<file path="config.mk">
export PLATFORM = sky130hd
export DESIGN_NAME = ocs_ctrl
export DESIGN_NICKNAME = d
export VERILOG_FILES = /design/src/design/ocs_pkg.sv /design/src/design/ocs_ctrl.sv
export SDC_FILE = /design/constraint.sdc
export NUM_CORES = 1
export LEC_CHECK = 0
export ABC_AREA = 1
export BUFFER_PORTS_ARGS = -buffer_cell sky130_fd_sc_hd__buf_2
export CAP_MARGIN = 20
export CORE_MARGIN = 4
export CORE_UTILIZATION = 55
export CTS_BUF_LIST = sky130_fd_sc_hd__clkbuf_2 sky130_fd_sc_hd__clkbuf_4 sky130_fd_sc_hd__clkbuf_8
export DETAILED_ROUTE_END_ITERATION = 8
export PLACE_DENSITY_LB_ADDON = 0.08
export SYNTH_ARGS = -nofsm -noshare
export SYNTH_HDL_FRONTEND = slang
export SYNTH_SLANG_ARGS = --single-unit
</file>
<file path="constraint.sdc">
create_clock -name clk -period 1.74 [get_ports clk]
set_input_delay 0.174 -clock clk [delete_from_list [all_inputs] [get_ports clk]]
set_output_delay 0.174 -clock clk [all_outputs]
set_load 0.02 [all_outputs]
</file>
<file path="src/design/ocs_pkg.sv">
package ocs_pkg;

  // Field and datapath widths
  localparam int CMD_W   = 3;
  localparam int VAL_W   = 24;
  localparam int ANG_W   = 16;
  localparam int EL_W    = 14;
  localparam int TRIG_W  = 34;
  localparam int PROD_W  = 59;
  localparam int MA_W    = 25;
  localparam int SQ_W    = 48;
  localparam int ROOT_W  = 24;
  localparam int SREM_W  = 27;
  localparam int NUM_W   = 40;
  localparam int Q_W     = 17;
  localparam int CNT_W   = 6;
  localparam int ITER_IW = 5;
  localparam int SEL_W   = 3;
  localparam int COMP_W  = 2;

  localparam int AS_W    = 13;
  localparam int DS_W    = 16;
  localparam int MINR_W  = 23;
  localparam int CFG_IW  = 2;
  localparam int CFG_DW  = 23;

  localparam int IN_TDATA_W  = 80;
  localparam int OUT_TDATA_W = 128;

  localparam int TRIG_ITERATIONS_DEF = 16;

  // Loop lengths of the shared units
  localparam int SQRT_STEPS = 24;
  localparam int DIV_STEPS  = 40;

  // Angle constants, Q4.12
  localparam logic signed [16:0] TWO_PI_Q12 = 17'sd25736;
  localparam logic signed [16:0] EL_MIN_Q12 = 17'sd41;
  localparam logic signed [16:0] EL_MAX_Q12 = 17'sd12827;

  // Angle constants, Q28, and CORDIC start value, Q30
  localparam logic signed [TRIG_W-1:0] PI_Q28      = 34'sd843314857;
  localparam logic signed [TRIG_W-1:0] TWO_PI_Q28  = 34'sd1686629713;
  localparam logic signed [TRIG_W-1:0] HALF_PI_Q28 = 34'sd421657428;
  localparam logic signed [TRIG_W-1:0] CORDIC_GAIN = 34'sd652032874;

  // Reset values
  localparam logic [AS_W-1:0]          ANGLE_STEP_RST = 13'd819;
  localparam logic [DS_W-1:0]          DIST_STEP_RST  = 16'd819;
  localparam logic [MINR_W-1:0]        MIN_RADIUS_RST = 23'd4096;
  localparam logic [EL_W-1:0]          EL_RST         = 14'd6434;
  localparam logic signed [ANG_W-1:0]  AZ_RST         = -16'sd6434;
  localparam logic signed [VAL_W-1:0]  RADIUS_RST     = 24'sd40960;
  localparam logic signed [VAL_W-1:0]  OFFZ_RST       = 24'sd40960;

  // Configuration register indexes
  localparam logic [CFG_IW-1:0] CFG_ANGLE_STEP = 2'd0;
  localparam logic [CFG_IW-1:0] CFG_DIST_STEP  = 2'd1;
  localparam logic [CFG_IW-1:0] CFG_MIN_RADIUS = 2'd2;

  typedef enum logic [CMD_W-1:0] {
    CMD_FWD     = 3'd0,
    CMD_BACK    = 3'd1,
    CMD_LEFT    = 3'd2,
    CMD_RIGHT   = 3'd3,
    CMD_UP      = 3'd4,
    CMD_DOWN    = 3'd5,
    CMD_SET_RAD = 3'd6,
    CMD_SET_OFF = 3'd7
  } command_t;

  // Multiplier operand selects
  localparam logic [SEL_W-1:0] MSEL_RS   = 3'd0;
  localparam logic [SEL_W-1:0] MSEL_X    = 3'd1;
  localparam logic [SEL_W-1:0] MSEL_Y    = 3'd2;
  localparam logic [SEL_W-1:0] MSEL_Z    = 3'd3;
  localparam logic [SEL_W-1:0] MSEL_SQX  = 3'd4;
  localparam logic [SEL_W-1:0] MSEL_SQY  = 3'd5;
  localparam logic [SEL_W-1:0] MSEL_SQZ  = 3'd6;
  localparam logic [SEL_W-1:0] MSEL_NUM  = 3'd7;

  typedef enum logic [3:0] {
    OP_IDLE,
    OP_LOAD,
    OP_TRIG_INIT,
    OP_TRIG_STEP,
    OP_TRIG_SAVE,
    OP_MUL,
    OP_MUL_WB,
    OP_SQRT_INIT,
    OP_SQRT_STEP,
    OP_DIV_STEP,
    OP_DIV_WB,
    OP_RADIUS,
    OP_OUT
  } op_t;

  typedef struct packed {
    op_t               op;
    logic [SEL_W-1:0]  sel;
    logic [COMP_W-1:0] comp;
    logic [CNT_W-1:0]  cnt;
  } ctl_t;

  typedef struct packed {
    logic le_min;
    logic len_zero;
  } stat_t;

  // Arctangent table, Q28
  function automatic logic signed [TRIG_W-1:0] atan_q28(input logic [ITER_IW-1:0] i);
    logic signed [TRIG_W-1:0] v;
    case (i)
      5'd0:  v = 34'sd210828714;
      5'd1:  v = 34'sd124459457;
      5'd2:  v = 34'sd65760959;
      5'd3:  v = 34'sd33381290;
      5'd4:  v = 34'sd16755422;
      5'd5:  v = 34'sd8385879;
      5'd6:  v = 34'sd4193963;
      5'd7:  v = 34'sd2097109;
      5'd8:  v = 34'sd1048571;
      5'd9:  v = 34'sd524287;
      5'd10: v = 34'sd262144;
      5'd11: v = 34'sd131072;
      5'd12: v = 34'sd65536;
      5'd13: v = 34'sd32768;
      5'd14: v = 34'sd16384;
      5'd15: v = 34'sd8192;
      5'd16: v = 34'sd4096;
      5'd17: v = 34'sd2048;
      5'd18: v = 34'sd1024;
      5'd19: v = 34'sd512;
      5'd20: v = 34'sd256;
      5'd21: v = 34'sd128;
      5'd22: v = 34'sd64;
      5'd23: v = 34'sd32;
      default: v = '0;
    endcase
    return v;
  endfunction

  // Saturate to signed 24 bits
  function automatic logic signed [VAL_W-1:0] sat24(input logic signed [31:0] v);
    logic signed [VAL_W-1:0] r;
    if (v > 32'sd8388607)       r = 24'sh7FFFFF;
    else if (v < -32'sd8388608) r = 24'sh800000;
    else                        r = v[VAL_W-1:0];
    return r;
  endfunction

endpackage

</file>
<file path="src/design/ocs_ctrl.sv">
module ocs_ctrl
  import ocs_pkg::*;
#(
  parameter int TRIG_ITERATIONS = TRIG_ITERATIONS_DEF
) (
  input  logic             clk,
  input  logic             rst_n,
  input  logic             in_tvalid,
  output logic             in_tready,
  input  logic [CMD_W-1:0] in_command,
  output logic             out_tvalid,
  input  logic             out_tready,
  input  stat_t            stat,
  output ctl_t             ctl
);

  typedef enum logic [12:0] {
    S_IDLE  = 13'b0000000000001,
    S_TINIT = 13'b0000000000010,
    S_TSTEP = 13'b0000000000100,
    S_TSAVE = 13'b0000000001000,
    S_MUL   = 13'b0000000010000,
    S_MWB   = 13'b0000000100000,
    S_SQI   = 13'b0000001000000,
    S_SQS   = 13'b0000010000000,
    S_CHK   = 13'b0000100000000,
    S_DSTEP = 13'b0001000000000,
    S_DWB   = 13'b0010000000000,
    S_RAD   = 13'b0100000000000,
    S_OUT   = 13'b1000000000000
  } state_t;

  localparam logic [CNT_W-1:0] TRIG_LAST = CNT_W'(TRIG_ITERATIONS - 1);
  localparam logic [CNT_W-1:0] SQRT_LAST = CNT_W'(SQRT_STEPS - 1);
  localparam logic [CNT_W-1:0] DIV_LAST  = CNT_W'(DIV_STEPS - 1);
  localparam logic [COMP_W-1:0] COMP_LAST = 2'd2;

  state_t            state_r, state_nxt;
  logic [CNT_W-1:0]  cnt_r, cnt_nxt;
  logic [SEL_W-1:0]  sel_r, sel_nxt;
  logic [COMP_W-1:0] comp_r, comp_nxt;
  logic              out_valid_r, out_valid_nxt;
  logic              in_fire, out_fire;
  command_t          cmd;

  assign cmd        = command_t'(in_command);
  assign in_tready  = (state_r == S_IDLE);
  assign in_fire    = in_tvalid && in_tready;
  assign out_fire   = (state_r == S_OUT) && (!out_valid_r || out_tready);
  assign out_tvalid = out_valid_r;

  // Sequencer
  always_comb begin
    state_nxt     = state_r;
    cnt_nxt       = cnt_r;
    sel_nxt       = sel_r;
    comp_nxt      = comp_r;
    out_valid_nxt = out_valid_r;
    ctl.op        = OP_IDLE;
    ctl.sel       = sel_r;
    ctl.comp      = comp_r;
    ctl.cnt       = cnt_r;

    if (out_valid_r && out_tready) out_valid_nxt = 1'b0;

    unique case (state_r)
      S_IDLE: begin
        if (in_fire) begin
          ctl.op   = OP_LOAD;
          comp_nxt = '0;
          cnt_nxt  = '0;
          case (cmd)
            CMD_LEFT, CMD_RIGHT, CMD_UP, CMD_DOWN: state_nxt = S_TINIT;
            CMD_SET_RAD, CMD_SET_OFF:              state_nxt = S_OUT;
            CMD_FWD: begin
              if (stat.le_min) begin
                state_nxt = S_RAD;
              end else begin
                sel_nxt   = MSEL_SQX;
                state_nxt = S_MUL;
              end
            end
            default: begin
              sel_nxt   = MSEL_SQX;
              state_nxt = S_MUL;
            end
          endcase
        end
      end
      S_TINIT: begin
        ctl.op    = OP_TRIG_INIT;
        cnt_nxt   = '0;
        state_nxt = S_TSTEP;
      end
      S_TSTEP: begin
        ctl.op  = OP_TRIG_STEP;
        cnt_nxt = cnt_r + 1'b1;
        if (cnt_r == TRIG_LAST) state_nxt = S_TSAVE;
      end
      S_TSAVE: begin
        ctl.op = OP_TRIG_SAVE;
        if (comp_r == '0) begin
          comp_nxt  = 2'd1;
          state_nxt = S_TINIT;
        end else begin
          sel_nxt   = MSEL_RS;
          state_nxt = S_MUL;
        end
      end
      S_MUL: begin
        ctl.op    = OP_MUL;
        state_nxt = S_MWB;
      end
      S_MWB: begin
        ctl.op = OP_MUL_WB;
        unique case (sel_r)
          MSEL_Z:   state_nxt = S_OUT;
          MSEL_SQZ: state_nxt = S_SQI;
          // squares walk the offset components along with the select
          MSEL_SQX, MSEL_SQY: begin
            sel_nxt   = sel_r + 1'b1;
            comp_nxt  = comp_r + 1'b1;
            state_nxt = S_MUL;
          end
          MSEL_NUM: begin
            cnt_nxt   = '0;
            state_nxt = S_DSTEP;
          end
          default: begin
            sel_nxt   = sel_r + 1'b1;
            state_nxt = S_MUL;
          end
        endcase
      end
      S_SQI: begin
        ctl.op    = OP_SQRT_INIT;
        cnt_nxt   = '0;
        state_nxt = S_SQS;
      end
      S_SQS: begin
        ctl.op  = OP_SQRT_STEP;
        cnt_nxt = cnt_r + 1'b1;
        if (cnt_r == SQRT_LAST) state_nxt = S_CHK;
      end
      S_CHK: begin
        if (stat.len_zero) begin
          state_nxt = S_RAD;
        end else begin
          comp_nxt  = '0;
          sel_nxt   = MSEL_NUM;
          state_nxt = S_MUL;
        end
      end
      S_DSTEP: begin
        ctl.op  = OP_DIV_STEP;
        cnt_nxt = cnt_r + 1'b1;
        if (cnt_r == DIV_LAST) state_nxt = S_DWB;
      end
      S_DWB: begin
        ctl.op = OP_DIV_WB;
        if (comp_r == COMP_LAST) begin
          state_nxt = S_RAD;
        end else begin
          comp_nxt  = comp_r + 1'b1;
          state_nxt = S_MUL;
        end
      end
      S_RAD: begin
        ctl.op    = OP_RADIUS;
        state_nxt = S_OUT;
      end
      S_OUT: begin
        if (out_fire) begin
          ctl.op        = OP_OUT;
          out_valid_nxt = 1'b1;
          state_nxt     = S_IDLE;
        end
      end
      default: state_nxt = S_IDLE;
    endcase
  end

  always_ff @(posedge clk) begin
    if (!rst_n) begin
      state_r     <= S_IDLE;
      cnt_r       <= '0;
      sel_r       <= '0;
      comp_r      <= '0;
      out_valid_r <= 1'b0;
    end else begin
      state_r     <= state_nxt;
      cnt_r       <= cnt_nxt;
      sel_r       <= sel_nxt;
      comp_r      <= comp_nxt;
      out_valid_r <= out_valid_nxt;
    end
  end

endmodule

</file>
---- Yosys cells after proc, flatten, opt, wreduce, memory -nomap -nowiden ----
Cells that the tools add are included.
operators by class
  add/subtract/negate cells ............... 3
  eq/ne operators ......................... 42
  mux-type cells .......................... 34
  reductions and logical operators ........ 21
operators by type and width
  kind                                                               number
  13-bit one-hot mux with 13 select lines                            1
  13-bit one-hot mux with 3 select lines                             2
  13-bit two-way mux                                                 5
  4-bit one-hot mux with 12 select lines                             1
  12-bit two-way mux                                                 3
  3-bit == test, second input constant                               8
  6-bit one-hot mux with 4 select lines                              1
  2-bit != test, second input constant                               11
  3-bit two-way mux                                                  5
  13-bit by 1-bit == test with 1-bit output, second input constant   1
  13-bit by 10-bit == test with 1-bit output, second input constant  1
  13-bit by 11-bit == test with 1-bit output, second input constant  1
  13-bit by 12-bit == test with 1-bit output, second input constant  1
  13-bit == test, second input constant                              1
  13-bit by 2-bit == test with 1-bit output, second input constant   1
  13-bit by 3-bit == test with 1-bit output, second input constant   1
  13-bit by 4-bit == test with 1-bit output, second input constant   1
  13-bit by 5-bit == test with 1-bit output, second input constant   1
  13-bit by 6-bit == test with 1-bit output, second input constant   1
  13-bit by 7-bit == test with 1-bit output, second input constant   1
  13-bit by 8-bit == test with 1-bit output, second input constant   1
  13-bit by 9-bit == test with 1-bit output, second input constant   1
  6-bit two-way mux                                                  2
  3-bit one-hot mux with 4 select lines                              1
  other kinds (31)                                                   47
storage, ports and cells
  flip-flop bits (word level) ............. 25
  input bits .............................. 9
  output and inout port bits .............. 17

---- Longest topological paths before layout ----
  depth in word-level cells ............... 5
  gate-level depth with buffers ........... 13

---- Least setup slack after synthesis ----
OpenSTA, ideal clock, no wires.
  kind .................................... register -> register
  start ................................... reg cnt_r[0]
  end ..................................... reg state_r[0]
  arrival time ............................ 1.546 ns
  required time ........................... 1.621 ns
  path slack .............................. 0.075 ns
  stages on the path, launching flop included .. 11
  path buffers ............................ 0
  cell sequence ........................... dfxtp_1 -> ha_1 -> nand2_1 -> nor2_1 -> nand3_1 -> nand3_1 -> nand3_1 -> nor2_4 -> nand2_4 -> o21ai_0 -> nand2_1
between the ends
  longest elaborated chain between the ends .. 3
  elaborated cells between the ends (all ways) .. 7
  those cells by class .................... 6 x eq/ne; 1 x reduce/logical
RTL lines
  element                                RTL line         source
  from (decl)                            ocs_ctrl.sv:39   logic [CNT_W-1:0] cnt_r, cnt_nxt;
  from (signal assigned)                 ocs_ctrl.sv:192  cnt_r <= cnt_nxt;
  6-bit == test (tied with other cells)  ocs_ctrl.sv:157  if (cnt_r == DIV_LAST) state_nxt = S_DWB;
  2-bit != test (no line)                n/a
  5-bit AND reduction (no line) *        n/a
  to (signal assigned)                   ocs_ctrl.sv:191  state_r <= state_nxt;
  to (decl)                              ocs_ctrl.sv:38   state_t state_r, state_nxt;
Mark *: on every way between the ends. The rest lies on a longest branch, timed or not.
A chain may end at the register's enable or synchronous reset.

==> flow_summary_export.csv <==
group,metric,value,unit
run_status,status,"finished, violations left",
run_status,violations,"setup timing",
drt,route.vias.total,1887,
synth,synth_nets,290,
grt,met3_usage,5.10,%
drt,via_per_inst,5.30,
grt,grtUsageTotal,22.7,%
cts,path_clk_slew,160,ps
sta,grt_setup_unrepaired,"yes",
setup_path,cp_data_required_time,1570,ps
power_and_ir_drop,p_int,0.00140,W
sta,setup_viol,14,
flow_run,drv_cap,0,
drt,wl_per_cell,13.7,um
power_and_ir_drop,ir_worst_vdd,727,uV
setup_path,arrival,1710,ps
power_and_ir_drop,pwr-share-comb,62.7,%
synth,yosys.area.top_type,"dfxtp_1",
grt,grtUsageMet1,28.1,%
setup_path,rr_worst_depth,10,
sta,relSlewSlack,59.0,%
synth,yosysWarnings,0,
sta,maxSlewViolCount,0,
placement,hpwl,3.37,mm
power_and_ir_drop,p_clk_share,10.4,%
grt,overflow,0,
grt,busiest_layer,"met2",
sta,clock_skew,7.48,ps
drt,antenna_left,0,
grt,grt_pass1_wl,7.76,mm
setup_path,reg2reg_slack,-70,ps
finish,layout-drive-gt1-share,40.1,%
drt,drt_wl_total,4.89,mm
sta,fin_crit_sh,108,%
drt,route.detailed.drc,0,
sta,min_period,1880,ps
setup_path,cp-start-kind,"register",
finish,num_antenna_cells,0,
placement,gp_congestion,0.879,
cts,clock_sink_count,25,
floorplan,ioPinCount,26,
floorplan,fp.dieW,66.4,um
grt,use_met2,38.0,%
cts,htree_levels,1,
placement,dp.cells,338,
synth,yosys-top-cells-area,"dfxtp_1 27%, nand2_1 10%, nor2_1 7.0%, ha_1 6.7%, nand3_1 6.7%",
floorplan,dieArea,4410,sq um
finish,syn_to_final_growth,26.1,%
floorplan,start_util,59.6,%
synth,netlist.area_leader.share,26.6,%
power_and_ir_drop,power_density,1170,nW/um^2
placement,port_buffers,25,
setup_path,cp-end-kind,"primary output",
power_and_ir_drop,netSwitchingFraction,49.5,%
synth,syn_area,1880,sq um
grt,grt_pass1_vias,1780,
cts,ctsHoldBuffers,0,
sta,fmax,0.531,GHz
worst_hold_path,min_from,"rst_n",
worst_hold_path,hp-class,"input pin to register",
finish,nets,332,
cts,cts_root_buffer,"clkbuf_4",
setup_path,r2r-start,"state_r[12]$_SDFFE_PN0P_",
finish,post-route-util,75.1,%
synth,syn_area_per_cell,6.93,sq um
finish,final_cell_mix,"47 x nand2_1, 29 x inv_1, 29 x nor2_1",
sta,worst_slack,-144,ps
finish,final_common_cell,"nand2_1",
worst_hold_path,whs_endpoint,"state_r[0]$_SDFFE_PN1P_",
floorplan,die_h,66.4,um
setup_path,crit_fanout,7,
grt,antenna_found_initial,0,
synth,syn_inst,271,
synth,ys_types,32,
floorplan,row_count,20,
power_and_ir_drop,p_seq_share,26.9,%
grt,grt_max_degree,16,
cts,cts_made_buffers,3,
worst_hold_path,min_delay_path_depth,2,
cts,cts_tree,"yes",
drt,dr.pass1.iters,6,
synth,ys_ff_latch,25,
setup_path,r2r-end,"state_r[0]$_SDFFE_PN1P_",
cts,clk_latency,330,ps
finish,stdcell_count,356,
sta,hold_viol,0,
power_and_ir_drop,switching_power,0.00137,W
drt,dr.first_iter.drc_count,154,
power_and_ir_drop,p_leak,1.17,nW
floorplan,core-area,3150,sq um
cts,cts_buffer_depth,2,
setup_path,timing_worst_setup_path_type,"register to primary output",
synth,ys_seq_area_share,26.6,%
sta,worst_pin_slew,614,ps
[cells in the mapped netlist]
cell / number
inv_1: 30
nor3_1: 6
nand3_1: 25
a21oi_1: 13
nand2_2: 8
nand3b_1: 4
buf_4: 1
nand3b_2: 1
inv_2: 5
nor2_1: 35
or2_2: 1
nor2_8: 1
nand3_2: 2
o22ai_1: 1
clkbuf_1: 1
o21ai_0: 7
a21boi_0: 1
xor2_1: 2
o211ai_1: 2
dfxtp_1: 25
nor2_4: 5
nand2_1: 52
nor3_2: 4
nand2_8: 1
nor2_2: 8
o21ai_2: 1
ha_1: 10
o21ai_1: 3
and3_1: 1
nand4_1: 6
nand2_4: 8
buf_12: 1
[stage by stage]
step | worst slack (ps) | cell area, sq um | TNS (ps) | hold slack (ps) | total power [W]
floorplan | 75.1 | 1880 | 0 | 333 | 0.00185
global placement | 63.7 | 2030 | 0 | 468 | 0.00211
detailed placement | 41.4 | 2030 | 0 | 473 | 0.00213
CTS | -88.3 | 2210 | -386 | 109 | 0.00254
global route | -258 | 2370 | -2900 | 126 | 0.00299
finish | -144 | 2370 | -831 | 134 | 0.00278
[critical path, stage by stage (launching register included)]
cell and delay [ps]:
dfxtp_4 390, nor2_4 130, nand2_4 120, nor2_8 210, nand2_2 130, nand2_1 130, nor2_2 60, nand3_1 70
buf_4 140
[logic make-up (layout without fill, tap and decap cells)]
family	Yosys count	count (layout)	synth area share [%]
AOI/OAI and AO/OA	28	28	8.13
xor gates and xnor gates	2	2	0.933
adders and majority gates	10	10	6.66
buffers and inverters	38	79	8.66
DFF	25	25	26.6
and+or+nand+nor	168	168	49.0
[flip-flops by register name, summed over array words and instances (netlist names)]
| signal | flops |
|---|---|
| out_tvalid | 1 |
| cnt_r | 6 |
| state_r | 13 |
| sel_r | 3 |
| comp_r | 2 |
[metal layers]
metal | part of all wire, % | vias up
met5 | 0 | -
met4 | 1.6 | 0
met3 | 3.9 | 10
met2 | 49 | 50
met1 | 46 | 867
li1 | - | 960
[layout make-up]
type | count | area, sq um
flip-flops and latches | 25 | 526
inverters | 35 | 136
clock inverters | 1 | 7.51
fillers | 266 | 785
repair buffers | 40 | 259
well taps | 44 | 55.1
clock buffers | 3 | 22.5
multi-input cells | 208 | 1360
[power by group through the flow]
stage / Sequential [W] / Combinational [W] / Clock, W
global placement: 0.000750 / 0.00136 / 0
CTS: 0.000748 / 0.00149 / 0.000293
finish: 0.000748 / 0.00174 / 0.000288
detailed placement: 0.000752 / 0.00138 / 0
floorplan: 0.000789 / 0.00106 / 0
global route: 0.000762 / 0.00191 / 0.000315
[how the worst max path moves through the flow]
stage / start / to / slack, ps / cells after the start
6_report: state_r[6]$_SDFFE_PN0P_ / ctl[12] / -140 / 8
3_5_place_dp: cnt_r[0]$_SDFFE_PN0P_ / state_r[0]$_SDFFE_PN1P_ / 40 / 10
5_1_grt: state_r[6]$_SDFFE_PN0P_ / ctl[12] / -260 / 8
2_1_floorplan: cnt_r[0]$_SDFFE_PN0P_ / state_r[0]$_SDFFE_PN1P_ / 80 / 10
4_1_cts: state_r[3]$_SDFFE_PN0P_ / ctl[12] / -90 / 8
3_3_place_gp: cnt_r[0]$_SDFFE_PN0P_ / state_r[0]$_SDFFE_PN1P_ / 60 / 10
[repair_timing]
action                                  CTS  global route
pin swaps                                 7            13
resized for setup                        23            38
endpoints found under the setup margin    5            23
buffers inserted                         10             6
(Power assumes the default switching activity.)
