**src/design/ocs_pkg.sv**
```systemverilog
package ocs_pkg;

  // Field and datapath widths
  localparam int CMD_W   = 3;
  localparam int VAL_W   = 24;
  localparam int ANG_W   = 16;
  localparam int EL_W    = 14;
  localparam int TRIG_W  = 34;
  localparam int PROD_W  = 59;
  localparam int MA_W    = 25;
  localparam int SQ_W    = 48;
  localparam int ROOT_W  = 24;
  localparam int SREM_W  = 27;
  localparam int NUM_W   = 40;
  localparam int Q_W     = 17;
  localparam int CNT_W   = 6;
  localparam int ITER_IW = 5;
  localparam int SEL_W   = 3;
  localparam int COMP_W  = 2;

  localparam int AS_W    = 13;
  localparam int DS_W    = 16;
  localparam int MINR_W  = 23;
  localparam int CFG_IW  = 2;
  localparam int CFG_DW  = 23;

  localparam int IN_TDATA_W  = 80;
  localparam int OUT_TDATA_W = 128;

  localparam int TRIG_ITERATIONS_DEF = 16;

  // Loop lengths of the shared units
  localparam int SQRT_STEPS = 24;
  localparam int DIV_STEPS  = 40;

  // Angle constants, Q4.12
  localparam logic signed [16:0] TWO_PI_Q12 = 17'sd25736;
  localparam logic signed [16:0] EL_MIN_Q12 = 17'sd41;
  localparam logic signed [16:0] EL_MAX_Q12 = 17'sd12827;

  // Angle constants, Q28, and CORDIC start value, Q30
  localparam logic signed [TRIG_W-1:0] PI_Q28      = 34'sd843314857;
  localparam logic signed [TRIG_W-1:0] TWO_PI_Q28  = 34'sd1686629713;
  localparam logic signed [TRIG_W-1:0] HALF_PI_Q28 = 34'sd421657428;
  localparam logic signed [TRIG_W-1:0] CORDIC_GAIN = 34'sd652032874;

  // Reset values
  localparam logic [AS_W-1:0]          ANGLE_STEP_RST = 13'd819;
  localparam logic [DS_W-1:0]          DIST_STEP_RST  = 16'd819;
  localparam logic [MINR_W-1:0]        MIN_RADIUS_RST = 23'd4096;
  localparam logic [EL_W-1:0]          EL_RST         = 14'd6434;
  localparam logic signed [ANG_W-1:0]  AZ_RST         = -16'sd6434;
  localparam logic signed [VAL_W-1:0]  RADIUS_RST     = 24'sd40960;
  localparam logic signed [VAL_W-1:0]  OFFZ_RST       = 24'sd40960;

  // Configuration register indexes
  localparam logic [CFG_IW-1:0] CFG_ANGLE_STEP = 2'd0;
  localparam logic [CFG_IW-1:0] CFG_DIST_STEP  = 2'd1;
  localparam logic [CFG_IW-1:0] CFG_MIN_RADIUS = 2'd2;

  typedef enum logic [CMD_W-1:0] {
    CMD_FWD     = 3'd0,
    CMD_BACK    = 3'd1,
    CMD_LEFT    = 3'd2,
    CMD_RIGHT   = 3'd3,
    CMD_UP      = 3'd4,
    CMD_DOWN    = 3'd5,
    CMD_SET_RAD = 3'd6,
    CMD_SET_OFF = 3'd7
  } command_t;

  // Multiplier operand selects
  localparam logic [SEL_W-1:0] MSEL_RS   = 3'd0;
  localparam logic [SEL_W-1:0] MSEL_X    = 3'd1;
  localparam logic [SEL_W-1:0] MSEL_Y    = 3'd2;
  localparam logic [SEL_W-1:0] MSEL_Z    = 3'd3;
  localparam logic [SEL_W-1:0] MSEL_SQX  = 3'd4;
  localparam logic [SEL_W-1:0] MSEL_SQY  = 3'd5;
  localparam logic [SEL_W-1:0] MSEL_SQZ  = 3'd6;
  localparam logic [SEL_W-1:0] MSEL_NUM  = 3'd7;

  typedef enum logic [3:0] {
    OP_IDLE,
    OP_LOAD,
    OP_TRIG_INIT,
    OP_TRIG_STEP,
    OP_TRIG_SAVE,
    OP_MUL,
    OP_MUL_WB,
    OP_SQRT_INIT,
    OP_SQRT_STEP,
    OP_DIV_STEP,
    OP_DIV_WB,
    OP_RADIUS,
    OP_OUT
  } op_t;

  typedef struct packed {
    op_t               op;
    logic [SEL_W-1:0]  sel;
    logic [COMP_W-1:0] comp;
    logic [CNT_W-1:0]  cnt;
  } ctl_t;

  typedef struct packed {
    logic le_min;
    logic len_zero;
  } stat_t;

  // Arctangent table, Q28
  function automatic logic signed [TRIG_W-1:0] atan_q28(input logic [ITER_IW-1:0] i);
    logic signed [TRIG_W-1:0] v;
    case (i)
      5'd0:  v = 34'sd210828714;
      5'd1:  v = 34'sd124459457;
      5'd2:  v = 34'sd65760959;
      5'd3:  v = 34'sd33381290;
      5'd4:  v = 34'sd16755422;
      5'd5:  v = 34'sd8385879;
      5'd6:  v = 34'sd4193963;
      5'd7:  v = 34'sd2097109;
      5'd8:  v = 34'sd1048571;
      5'd9:  v = 34'sd524287;
      5'd10: v = 34'sd262144;
      5'd11: v = 34'sd131072;
      5'd12: v = 34'sd65536;
      5'd13: v = 34'sd32768;
      5'd14: v = 34'sd16384;
      5'd15: v = 34'sd8192;
      5'd16: v = 34'sd4096;
      5'd17: v = 34'sd2048;
      5'd18: v = 34'sd1024;
      5'd19: v = 34'sd512;
      5'd20: v = 34'sd256;
      5'd21: v = 34'sd128;
      5'd22: v = 34'sd64;
      5'd23: v = 34'sd32;
      default: v = '0;
    endcase
    return v;
  endfunction

  // Saturate to signed 24 bits
  function automatic logic signed [VAL_W-1:0] sat24(input logic signed [31:0] v);
    logic signed [VAL_W-1:0] r;
    if (v > 32'sd8388607)       r = 24'sh7FFFFF;
    else if (v < -32'sd8388608) r = 24'sh800000;
    else                        r = v[VAL_W-1:0];
    return r;
  endfunction

endpackage

```
**src/design/ocs_cordic.sv**
```systemverilog
module ocs_cordic
  import ocs_pkg::*;
(
  input  logic                     clk,
  input  logic                     init,
  input  logic                     step,
  input  logic [ITER_IW-1:0]       iter,
  input  logic signed [ANG_W-1:0]  angle,
  output logic signed [TRIG_W-1:0] sin_o,
  output logic signed [TRIG_W-1:0] cos_o
);

  logic signed [TRIG_W-1:0] x_r, y_r, z_r;
  logic                     neg_r;
  logic signed [TRIG_W-1:0] z0, z1, z2, zr;
  logic                     zneg;
  logic signed [TRIG_W-1:0] xs, ys, at;

  // Range reduction into [-pi/2, pi/2]
  always_comb begin
    z0   = {{(TRIG_W-32){angle[ANG_W-1]}}, angle, 16'b0};
    z1   = (z0 > PI_Q28) ? z0 - TWO_PI_Q28 : z0;
    z2   = (z1 < -PI_Q28) ? z1 + TWO_PI_Q28 : z1;
    zneg = 1'b0;
    zr   = z2;
    if (z2 > HALF_PI_Q28) begin
      zr   = z2 - PI_Q28;
      zneg = 1'b1;
    end else if (z2 < -HALF_PI_Q28) begin
      zr   = z2 + PI_Q28;
      zneg = 1'b1;
    end
  end

  assign xs = x_r >>> iter;
  assign ys = y_r >>> iter;
  assign at = atan_q28(iter);

  // One rotation per cycle
  always_ff @(posedge clk) begin
    if (init) begin
      x_r   <= CORDIC_GAIN;
      y_r   <= '0;
      z_r   <= zr;
      neg_r <= zneg;
    end else if (step) begin
      if (!z_r[TRIG_W-1]) begin
        x_r <= x_r - ys;
        y_r <= y_r + xs;
        z_r <= z_r - at;
      end else begin
        x_r <= x_r + ys;
        y_r <= y_r - xs;
        z_r <= z_r + at;
      end
    end
  end

  assign sin_o = neg_r ? -y_r : y_r;
  assign cos_o = neg_r ? -x_r : x_r;

endmodule

```
**src/design/ocs_dp.sv**
```systemverilog
module ocs_dp
  import ocs_pkg::*;
(
  input  logic                        clk,
  input  logic                        rst_n,
  input  ctl_t                        ctl,
  output stat_t                       stat,
  input  logic [CMD_W-1:0]            in_command,
  input  logic signed [VAL_W-1:0]     in_value_x,
  input  logic signed [VAL_W-1:0]     in_value_y,
  input  logic signed [VAL_W-1:0]     in_value_z,
  input  logic                        cfg_we,
  input  logic [CFG_IW-1:0]           cfg_index,
  input  logic [CFG_DW-1:0]           cfg_wdata,
  output logic [OUT_TDATA_W-1:0]      out_data
);

  // Configuration
  logic [AS_W-1:0]   angle_step_r;
  logic [DS_W-1:0]   dist_step_r;
  logic [MINR_W-1:0] min_radius_r;

  // Camera state
  logic [EL_W-1:0]          el_r;
  logic signed [ANG_W-1:0]  az_r;
  logic signed [VAL_W-1:0]  rad_r, ox_r, oy_r, oz_r;
  command_t                 cmd_r;

  // Working registers
  logic signed [TRIG_W-1:0] se_r, ce_r, sa_r, ca_r;
  logic signed [VAL_W-1:0]  rs_r;
  logic signed [PROD_W-1:0] prod_r;
  logic [SQ_W-1:0]          sq_r;
  logic [ROOT_W-1:0]        len_r;
  logic [SREM_W-1:0]        srem_r;
  logic [NUM_W-1:0]         num_r;
  logic [ROOT_W-1:0]        drem_r;
  logic [OUT_TDATA_W-1:0]   out_data_r;

  command_t                 in_cmd;
  logic signed [16:0]       dang, az_sum, az_wrap, el_sum, el_clamp;
  logic signed [ANG_W-1:0]  trig_angle;
  logic signed [TRIG_W-1:0] cs_sin, cs_cos;
  logic signed [VAL_W-1:0]  osel;
  logic [MA_W-1:0]          omag;
  logic signed [MA_W-1:0]   ma;
  logic signed [TRIG_W-1:0] mb;
  logic signed [PROD_W-1:0] prod_rnd;
  logic signed [28:0]       rnd;
  logic [SREM_W-1:0]        srem_sh, strial;
  logic [ROOT_W:0]          drem_sh;
  logic signed [25:0]       dmv, onew;
  logic signed [VAL_W:0]    rad_mv;

  assign in_cmd = command_t'(in_command);

  // Angle step for the four turn commands
  always_comb begin
    dang = {4'b0, angle_step_r};
    if (in_cmd == CMD_LEFT || in_cmd == CMD_UP) dang = -dang;
    az_sum = 17'(az_r) + dang;
    if (az_sum < 0)               az_wrap = az_sum + TWO_PI_Q12;
    else if (az_sum > TWO_PI_Q12) az_wrap = az_sum - TWO_PI_Q12;
    else                          az_wrap = az_sum;
    el_sum = $signed({3'b0, el_r}) + dang;
    if (el_sum < EL_MIN_Q12)      el_clamp = EL_MIN_Q12;
    else if (el_sum > EL_MAX_Q12) el_clamp = EL_MAX_Q12;
    else                          el_clamp = el_sum;
  end

  assign trig_angle = (ctl.comp == '0) ? $signed({2'b0, el_r}) : az_r;

  ocs_cordic u_cordic (
    .clk   (clk),
    .init  (ctl.op == OP_TRIG_INIT),
    .step  (ctl.op == OP_TRIG_STEP),
    .iter  (ctl.cnt[ITER_IW-1:0]),
    .angle (trig_angle),
    .sin_o (cs_sin),
    .cos_o (cs_cos)
  );

  // Offset component and its magnitude
  always_comb begin
    case (ctl.comp)
      2'd0:    osel = ox_r;
      2'd1:    osel = oy_r;
      default: osel = oz_r;
    endcase
    omag = osel[VAL_W-1] ? MA_W'(-25'(osel)) : MA_W'(25'(osel));
  end

  // Multiplier operands
  always_comb begin
    case (ctl.sel)
      MSEL_RS:  begin ma = 25'(rad_r); mb = se_r; end
      MSEL_X:   begin ma = 25'(rs_r);  mb = ca_r; end
      MSEL_Y:   begin ma = 25'(rad_r); mb = ce_r; end
      MSEL_Z:   begin ma = 25'(rs_r);  mb = sa_r; end
      MSEL_NUM: begin ma = $signed(omag); mb = $signed({18'b0, dist_step_r}); end
      default:  begin ma = 25'(osel);  mb = TRIG_W'(osel); end
    endcase
  end

  assign prod_rnd = prod_r + (PROD_W'(1) <<< 29);
  assign rnd      = prod_rnd[PROD_W-1:30];

  // Square root and divider steps
  assign srem_sh = {srem_r[SREM_W-3:0], sq_r[SQ_W-1 -: 2]};
  assign strial  = {1'b0, len_r, 2'b01};
  assign drem_sh = {drem_r, num_r[NUM_W-1]};

  // Move of one component by the rounded step
  always_comb begin
    dmv = osel[VAL_W-1] ? -26'($signed({1'b0, num_r[Q_W-1:0]}))
                        : 26'($signed({1'b0, num_r[Q_W-1:0]}));
    onew = (cmd_r == CMD_FWD) ? 26'(osel) - dmv : 26'(osel) + dmv;
    rad_mv = (cmd_r == CMD_FWD) ? 25'(rad_r) - $signed({9'b0, dist_step_r})
                                : 25'(rad_r) + $signed({9'b0, dist_step_r});
  end

  assign stat.le_min   = (rad_r <= $signed({1'b0, min_radius_r}));
  assign stat.len_zero = (len_r == '0);

  // Configuration writes
  always_ff @(posedge clk) begin
    if (!rst_n) begin
      angle_step_r <= ANGLE_STEP_RST;
      dist_step_r  <= DIST_STEP_RST;
      min_radius_r <= MIN_RADIUS_RST;
    end else if (cfg_we) begin
      unique case (cfg_index)
        CFG_ANGLE_STEP: angle_step_r <= cfg_wdata[AS_W-1:0];
        CFG_DIST_STEP:  dist_step_r  <= cfg_wdata[DS_W-1:0];
        CFG_MIN_RADIUS: min_radius_r <= cfg_wdata[MINR_W-1:0];
        default: ;
      endcase
    end
  end

  // Camera state
  always_ff @(posedge clk) begin
    if (!rst_n) begin
      el_r  <= EL_RST;
      az_r  <= AZ_RST;
      rad_r <= RADIUS_RST;
      ox_r  <= '0;
      oy_r  <= '0;
      oz_r  <= OFFZ_RST;
      cmd_r <= CMD_FWD;
    end else begin
      case (ctl.op)
        OP_LOAD: begin
          cmd_r <= in_cmd;
          case (in_cmd)
            CMD_LEFT, CMD_RIGHT: az_r <= az_wrap[ANG_W-1:0];
            CMD_UP, CMD_DOWN:    el_r <= el_clamp[EL_W-1:0];
            CMD_SET_RAD:         rad_r <= in_value_x;
            CMD_SET_OFF: begin
              ox_r <= in_value_x;
              oy_r <= in_value_y;
              oz_r <= in_value_z;
            end
            default: ;
          endcase
        end
        OP_MUL_WB: begin
          case (ctl.sel)
            MSEL_X: ox_r <= sat24(32'(rnd));
            MSEL_Y: oy_r <= sat24(32'(rnd));
            MSEL_Z: oz_r <= sat24(-32'(rnd));
            default: ;
          endcase
        end
        OP_DIV_WB: begin
          case (ctl.comp)
            2'd0:    ox_r <= sat24(32'(onew));
            2'd1:    oy_r <= sat24(32'(onew));
            default: oz_r <= sat24(32'(onew));
          endcase
        end
        OP_RADIUS: begin
          if (cmd_r == CMD_FWD && stat.le_min) rad_r <= $signed({1'b0, min_radius_r});
          else                                 rad_r <= sat24(32'(rad_mv));
        end
        default: ;
      endcase
    end
  end

  // Working registers of the shared units
  always_ff @(posedge clk) begin
    case (ctl.op)
      OP_TRIG_SAVE: begin
        if (ctl.comp == '0) begin
          se_r <= cs_sin;
          ce_r <= cs_cos;
        end else begin
          sa_r <= cs_sin;
          ca_r <= cs_cos;
        end
      end
      OP_MUL: prod_r <= ma * mb;
      OP_MUL_WB: begin
        case (ctl.sel)
          MSEL_RS:  rs_r <= sat24(32'(rnd));
          MSEL_SQX: sq_r <= prod_r[SQ_W-1:0];
          MSEL_SQY, MSEL_SQZ: sq_r <= sq_r + prod_r[SQ_W-1:0];
          MSEL_NUM: begin
            num_r  <= prod_r[NUM_W-1:0] + NUM_W'(len_r >> 1);
            drem_r <= '0;
          end
          default: ;
        endcase
      end
      OP_SQRT_INIT: begin
        srem_r <= '0;
        len_r  <= '0;
      end
      OP_SQRT_STEP: begin
        sq_r <= sq_r << 2;
        if (srem_sh >= strial) begin
          srem_r <= srem_sh - strial;
          len_r  <= {len_r[ROOT_W-2:0], 1'b1};
        end else begin
          srem_r <= srem_sh;
          len_r  <= {len_r[ROOT_W-2:0], 1'b0};
        end
      end
      OP_DIV_STEP: begin
        if (drem_sh >= {1'b0, len_r}) begin
          drem_r <= ROOT_W'(drem_sh - {1'b0, len_r});
          num_r  <= {num_r[NUM_W-2:0], 1'b1};
        end else begin
          drem_r <= drem_sh[ROOT_W-1:0];
          num_r  <= {num_r[NUM_W-2:0], 1'b0};
        end
      end
      OP_OUT: begin
        out_data_r <= {2'b0, az_r, el_r, rad_r, oz_r, oy_r, ox_r};
      end
      default: ;
    endcase
  end

  assign out_data = out_data_r;

endmodule

```
**config.mk**
```make
export PLATFORM = sky130hd
export DESIGN_NAME = ocs_dp
export DESIGN_NICKNAME = d
export VERILOG_FILES = /design/src/design/ocs_pkg.sv /design/src/design/ocs_cordic.sv /design/src/design/ocs_dp.sv
export SDC_FILE = /design/constraint.sdc
export NUM_CORES = 2
export LEC_CHECK = 0
export ABC_AREA = 1
export BUFFER_PORTS_ARGS = -buffer_cell sky130_fd_sc_hd__buf_2
export CAP_MARGIN = 20
export CORE_MARGIN = 10
export CORE_UTILIZATION = 30
export DETAILED_ROUTE_END_ITERATION = 12
export SLEW_MARGIN = 0
export SYNTH_ARGS = -nofsm -noshare
export SYNTH_HDL_FRONTEND = slang
export SYNTH_SLANG_ARGS = --single-unit
```
**constraint.sdc**
```tcl
create_clock -name clk -period 15.55 [get_ports clk]
set_input_delay 2.3325 -clock clk [delete_from_list [all_inputs] [get_ports clk]]
set_output_delay 2.3325 -clock clk [all_outputs]
set_load 0.01 [all_outputs]
```
* Yosys cells after proc, flatten, opt, wreduce, memory -nomap -nowiden
Memories as Yosys holds them, arrays and structs flattened.
Index checks and enable logic that the tools add are counted.
** Storage, ports and cells
- Flip-flop bits (word level) :: 790
- Memory bits (read-only) :: 896
- Output and inout bits :: 130
- Word-level logic and storage cells :: 210
- Memories :: 1
** Memory list
- (name not given) :: words 32, bits a word 28, rd ports 1, clocked after Yosys merged registers in 0, write ports 0, RTL line ocs_pkg.sv:113 : case (i)
** Cells by class
- Add/subtract/negate cells :: 29
- $mul :: 1
- Order comparisons :: 19
- Equal/unequal tests :: 38
- Shift operators :: 2
- Multiplexer cells :: 60
- Bitwise gates (word level) :: 1
- Reduce and logical (&&, ||, !) cells :: 33
** Operator list (count)
- $mux W24 :: 21
- $mux W34 :: 11
- $pmux W24 S3 :: 3
- $pmux W24 S2 :: 4
- $pmux W48 S2 :: 2
- $pmux W34 S5 :: 1
- $add A34 B34 Y34 :: 3
- $sub A34 B34 Y34 :: 3
- $pmux W40 S2 :: 1
- $mux W25 :: 3
- $pmux W25 S3 :: 1
- $neg A34 Y34 :: 2
- $sshr A34 B5 Y34 :: 2
- $add A59 B31 Y59 const B :: 1
- $mul A25 B34 Y59 :: 1
- $mux W26 :: 2
- $pmux W25 S2 :: 1
- $add A48 B48 Y48 :: 1
- $mux W16 :: 3
- $add A40 B23 Y40 :: 1
- $mux W40 :: 1
- $add A34 B31 Y34 const B :: 1
- $add A34 B32 Y34 const B :: 1
- $gt A34 B30 Y1 const B :: 1
- other kinds (60) :: 112

* Depth between registers and ports, before layout
- Word-level depth :: 10
- Depth in mapped cells :: 51
- Mapped depth without buffers :: 48

* Hierarchy
From an unflattened synthesis, not the netlist that was laid out.
** Second synthesis, totals
- Cells, all modules :: 12087
- Area total of the unflattened synthesis :: 91510.3 um2
** Modules (own cells, without submodules)
- ocs_dp :: instances 1, cells an instance 8782, area an instance 72438.2 um2, sequential area each 18818.0 um2
- ocs_cordic :: instances 1, cells an instance 3305, area an instance 19072.0 um2, sequential area each 2412.3 um2

* Worst setup path before layout
OpenSTA, ideal clock, no wires.
- Path kind :: input -> register
- Start :: in ctl[12] (netlist name)
- End :: reg out_data_r[0] (netlist: out_data[0]) (enable)
- Setup time :: 0.765 ns
- Arrival :: 11.010 ns
- Data required time :: 14.785 ns
- Setup slack :: 3.775 ns
- Cell stages on the path :: 3
- Path buffers :: 0
- Path through :: nor2_1 inv_1 nor3_1
** Between the ends
- Longest elaborated chain between the ends :: 1
** Ends and longest elaborated chain
- start: declaration :: RTL line ocs_dp.sv:6 : input ctl_t ctl,
- $eq A4 B4 Y1 :: RTL line ocs_dp.sv:193 : case (ctl.op)
- end signal: assignment :: RTL line ocs_dp.sv:240 : out_data_r <= {2'b0, az_r, el_r, rad_r, oz_r, oy_r, ox_r};
- end: declaration :: RTL line ocs_dp.sv:38 : logic [OUT_TDATA_W-1:0] out_data_r;
Every way passes these cells.
A chain may end at the register's enable or synchronous reset.

* Final worst setup path
- Start :: in ctl[6] (netlist name)
- End :: reg prod_r[52] (data pin)
** Between the ends
- Longest elaborated chain between the ends :: 6
** Ends and longest elaborated chain
- $eq A2 B1 Y1 or $logic_not A2 Y1 (tied branches) :: RTL line ocs_dp.sv:85 : case (ctl.comp)
- $pmux W24 S2 (*) :: RTL line ocs_dp.sv:85
- $neg A24 Y25 :: RTL line ocs_dp.sv:90 : omag = osel[VAL_W-1] ? MA_W'(-25'(osel)) : MA_W'(25'(osel));
- $mux W25 :: RTL line ocs_dp.sv:90
- $pmux W25 S3 :: RTL line ocs_dp.sv:95 : case (ctl.sel)
- $mul A25 B34 Y59 (*) :: RTL line ocs_dp.sv:203 : OP_MUL: prod_r <= ma * mb;
- end signal: assignment :: RTL line ocs_dp.sv:203
- end: declaration :: RTL line ocs_dp.sv:32 : logic signed [PROD_W-1:0] prod_r;
Mark *: on every way between the ends. The rest lies on a longest branch, timed or not.

==> impl_metrics.json <==
{
  "finalHoldViolations": 0,
  "fin_crit_sh_pct": 89.2,
  "crit_fanout": 17,
  "required_ps": 16020,
  "final_antenna_net_count": 0,
  "yosysTopAreaCell": "fa_1",
  "num_io_pins": 248,
  "grt_use_total_pct": 19.3,
  "die_area_um2": 320000,
  "antenna_found_initial": 22,
  "routabilityCongestion": 0.960,
  "clock_path_buffers": 3,
  "fin_area_um2": 98000,
  "rsz0062_at_grt": "false",
  "synth_edf_count": 541,
  "synth_top_area_share_pct": 19.6,
  "crit_path_frequent_cell": "inv_1",
  "fmax_ghz": 0.0721,
  "yosysMostFrequentCell": "nand2_1",
  "dieWidth_um": 565,
  "worst_hold_slack_ps": 429,
  "die_y_um": 565,
  "slowest_stage": "o221ai_1",
  "cts_post_setup_buffers_inserted": 0,
  "end_kind": "flop",
  "arrival_ps": 14350,
  "fillers": 31700,
  "drc_errors": 0,
  "grt_max_degree": 108,
  "grtUsageMet2_pct": 30.7,
  "grt_pass1_wl_um": 480000,
  "outcome": "completed",
  "grt_util_met1_pct": 25.7,
  "dr.pass1.iters": 6,
  "worst_pin_slew_ps": 1290,
  "finalSetupViolations": 0,
  "slew_violations": 0,
  "netlist_area_um2": 89300,
  "fin_skew_ps": 63.2,
  "drt_wl_total_um": 317000,
  "nNetsFinal": 13200,
  "met3_usage_pct": 3.49,
  "crit_path_start_kind": "input port",
  "dp_hpwl_um": 251000,
  "initial_core_util_pct": 30.1,
  "cap_violations": 0,
  "multi_input_area_um2": 59300,
  "root_buffer": "clkbuf_16",
  "cts_sinks": 790,
  "top_usage_layer": "met2",
  "critPathBufInv": 14,
  "hold_class": "reg2reg",
  "drive_above_1_share_pct": 5.72,
  "vias": 79600,
  "wl_per_cell_um": 20.1,
  "seq_area_frac_synth_pct": 23.8,
  "h-tree-depth": 3,
  "synth_cell_types": 70,
  "yosys-top-cells-area": "fa_1 20%, edfxtp_1 18%, nand2_1 11%",
  "cpLargestDelayFamily": "adder cells",
  "finalSetupTns_ps": 0,
  "avgSynthCellArea_um2": 7.64,
  "max_stage_delay_ps": 920,
  "synthFlopType": "edfxtp_1",
  "synthCells": 11700,
  "area_delta_synth_final_pct": 9.79,
  "ctsHoldBuffers": 0,
  "core_area_um2": 297000,
  "cts_tree": "done",
  "via_per_inst": 5.04,
  "grt_pass1_vias": 77900,
  "postCtsResizedCells": 0,
  "drtIter0Drc": 7817,
  "finalCriticalPeriod_ps": 13870,
  "cts_buffers": 88,
  "portBuffers": 244,
  "path_clk_slew_ps": 60,
  "netlist_top_cells_count": "2503 x nand2_1, 1895 x inv_1, 1179 x nor2_1",
  "clk-insertion-delay-late_ps": 750,
  "seqCellArea_um2": 21200,
  "synth_seq_cells": 790,
  "row_count": 200,
  "path_class": "in2reg",
  "overflow": 0,
  "yosysWarnings": 0,
  "slew_headroom_pct": 14.1,
  "placed_cell_area_um2": 95100,
  "synthArstFlopShare_pct": 0
}
## metal layers
layer  wire [um]  part of all wire (%)  up-vias
met3       26500                   8.4      588
met2      141000                    45     2999
li1            -                     -    37700
met1      134000                    42    38300
met5          90                 0.028        -
met4       15000                   4.7       14
## registers in the layout, indices dropped and copies added, names as in the netlist, 40 cells and up
signal / flops
num_r: 40
prod_r: 59
sq_r: 48
out_data: 126
## layout by cell type (no fill, tap or decap), drive strengths merged, types with 19 or more instances in the layout
cell | Yosys | routed
a21boi | 19 | 19
a21oi | 793 | 793
a221oi | 21 | 21
a31oi | 63 | 63
buf | 71 | 401
clkbuf | 365 | 117
clkinv | 18 | 49
dfxtp | 249 | 249
diode | 0 | 34
edfxtp | 541 | 541
fa | 874 | 874
ha | 509 | 509
inv | 1910 | 1918
mux2i | 34 | 34
nand2 | 2516 | 2516
nand3 | 379 | 379
nand4 | 173 | 173
nor2 | 1188 | 1188
nor3 | 131 | 131
nor4 | 27 | 27
o211ai | 86 | 86
o21a | 35 | 35
o21ai | 793 | 793
o21bai | 37 | 37
o221ai | 49 | 49
o22ai | 25 | 25
or2 | 47 | 47
xnor2 | 191 | 191
xor2 | 394 | 394
## worst paths after layout
check	startpoint	endpoint	slack, ps	depth (start not counted)
setup / recovery	ctl[6]	prod_r[52]	1680	49
setup reg to reg	ox_r[0]	prod_r[52]	4150	44
hold / removal	oy_r[7]	out_data[31]	430	0
hold reg to reg	oy_r[7]	out_data[31]	430	0
## area by class of cell
class	count	share of cell area (%)
diodes	34	0.0868
clock buffers	117	2.51
clock inverters	46	0.356
inverters	1928	7.38
multi-input cells	8528	60.5
flip-flops and latches	790	21.7
well taps	3939	5.03
repair buffers	401	2.46
## metrics by stage
step,util (%),worst slack (ps),cells
6_report,33.0,1680,15800
5_1_grt,33.0,1260,15800
4_1_cts,33.0,1980,15700
3_5_place_dp,32.1,1230,15600
3_3_place_gp,32.1,1250,15600
2_1_floorplan,-,3780,11700
## cells by family (layout without fill, tap and decap cells)
logic type	count (synthesis)	count (layout)	synth area share, %
AND/OR/NAND/NOR	4495	4495	20.6
buffers and inverters	2364	2492	10.1
AO/OA/AOI/OAI	2029	2029	12.7
adder cells (fa/ha/maj)	1383	1383	26.7
flip-flops	790	790	23.8
XOR/XNOR	585	585	5.75
multiplexers	34	34	0.381
other	1	36	0.00420
Power is left out: the tool's default activity adds up to more than one toggle a clock period on the data nets, which glitch-free logic cannot reach.
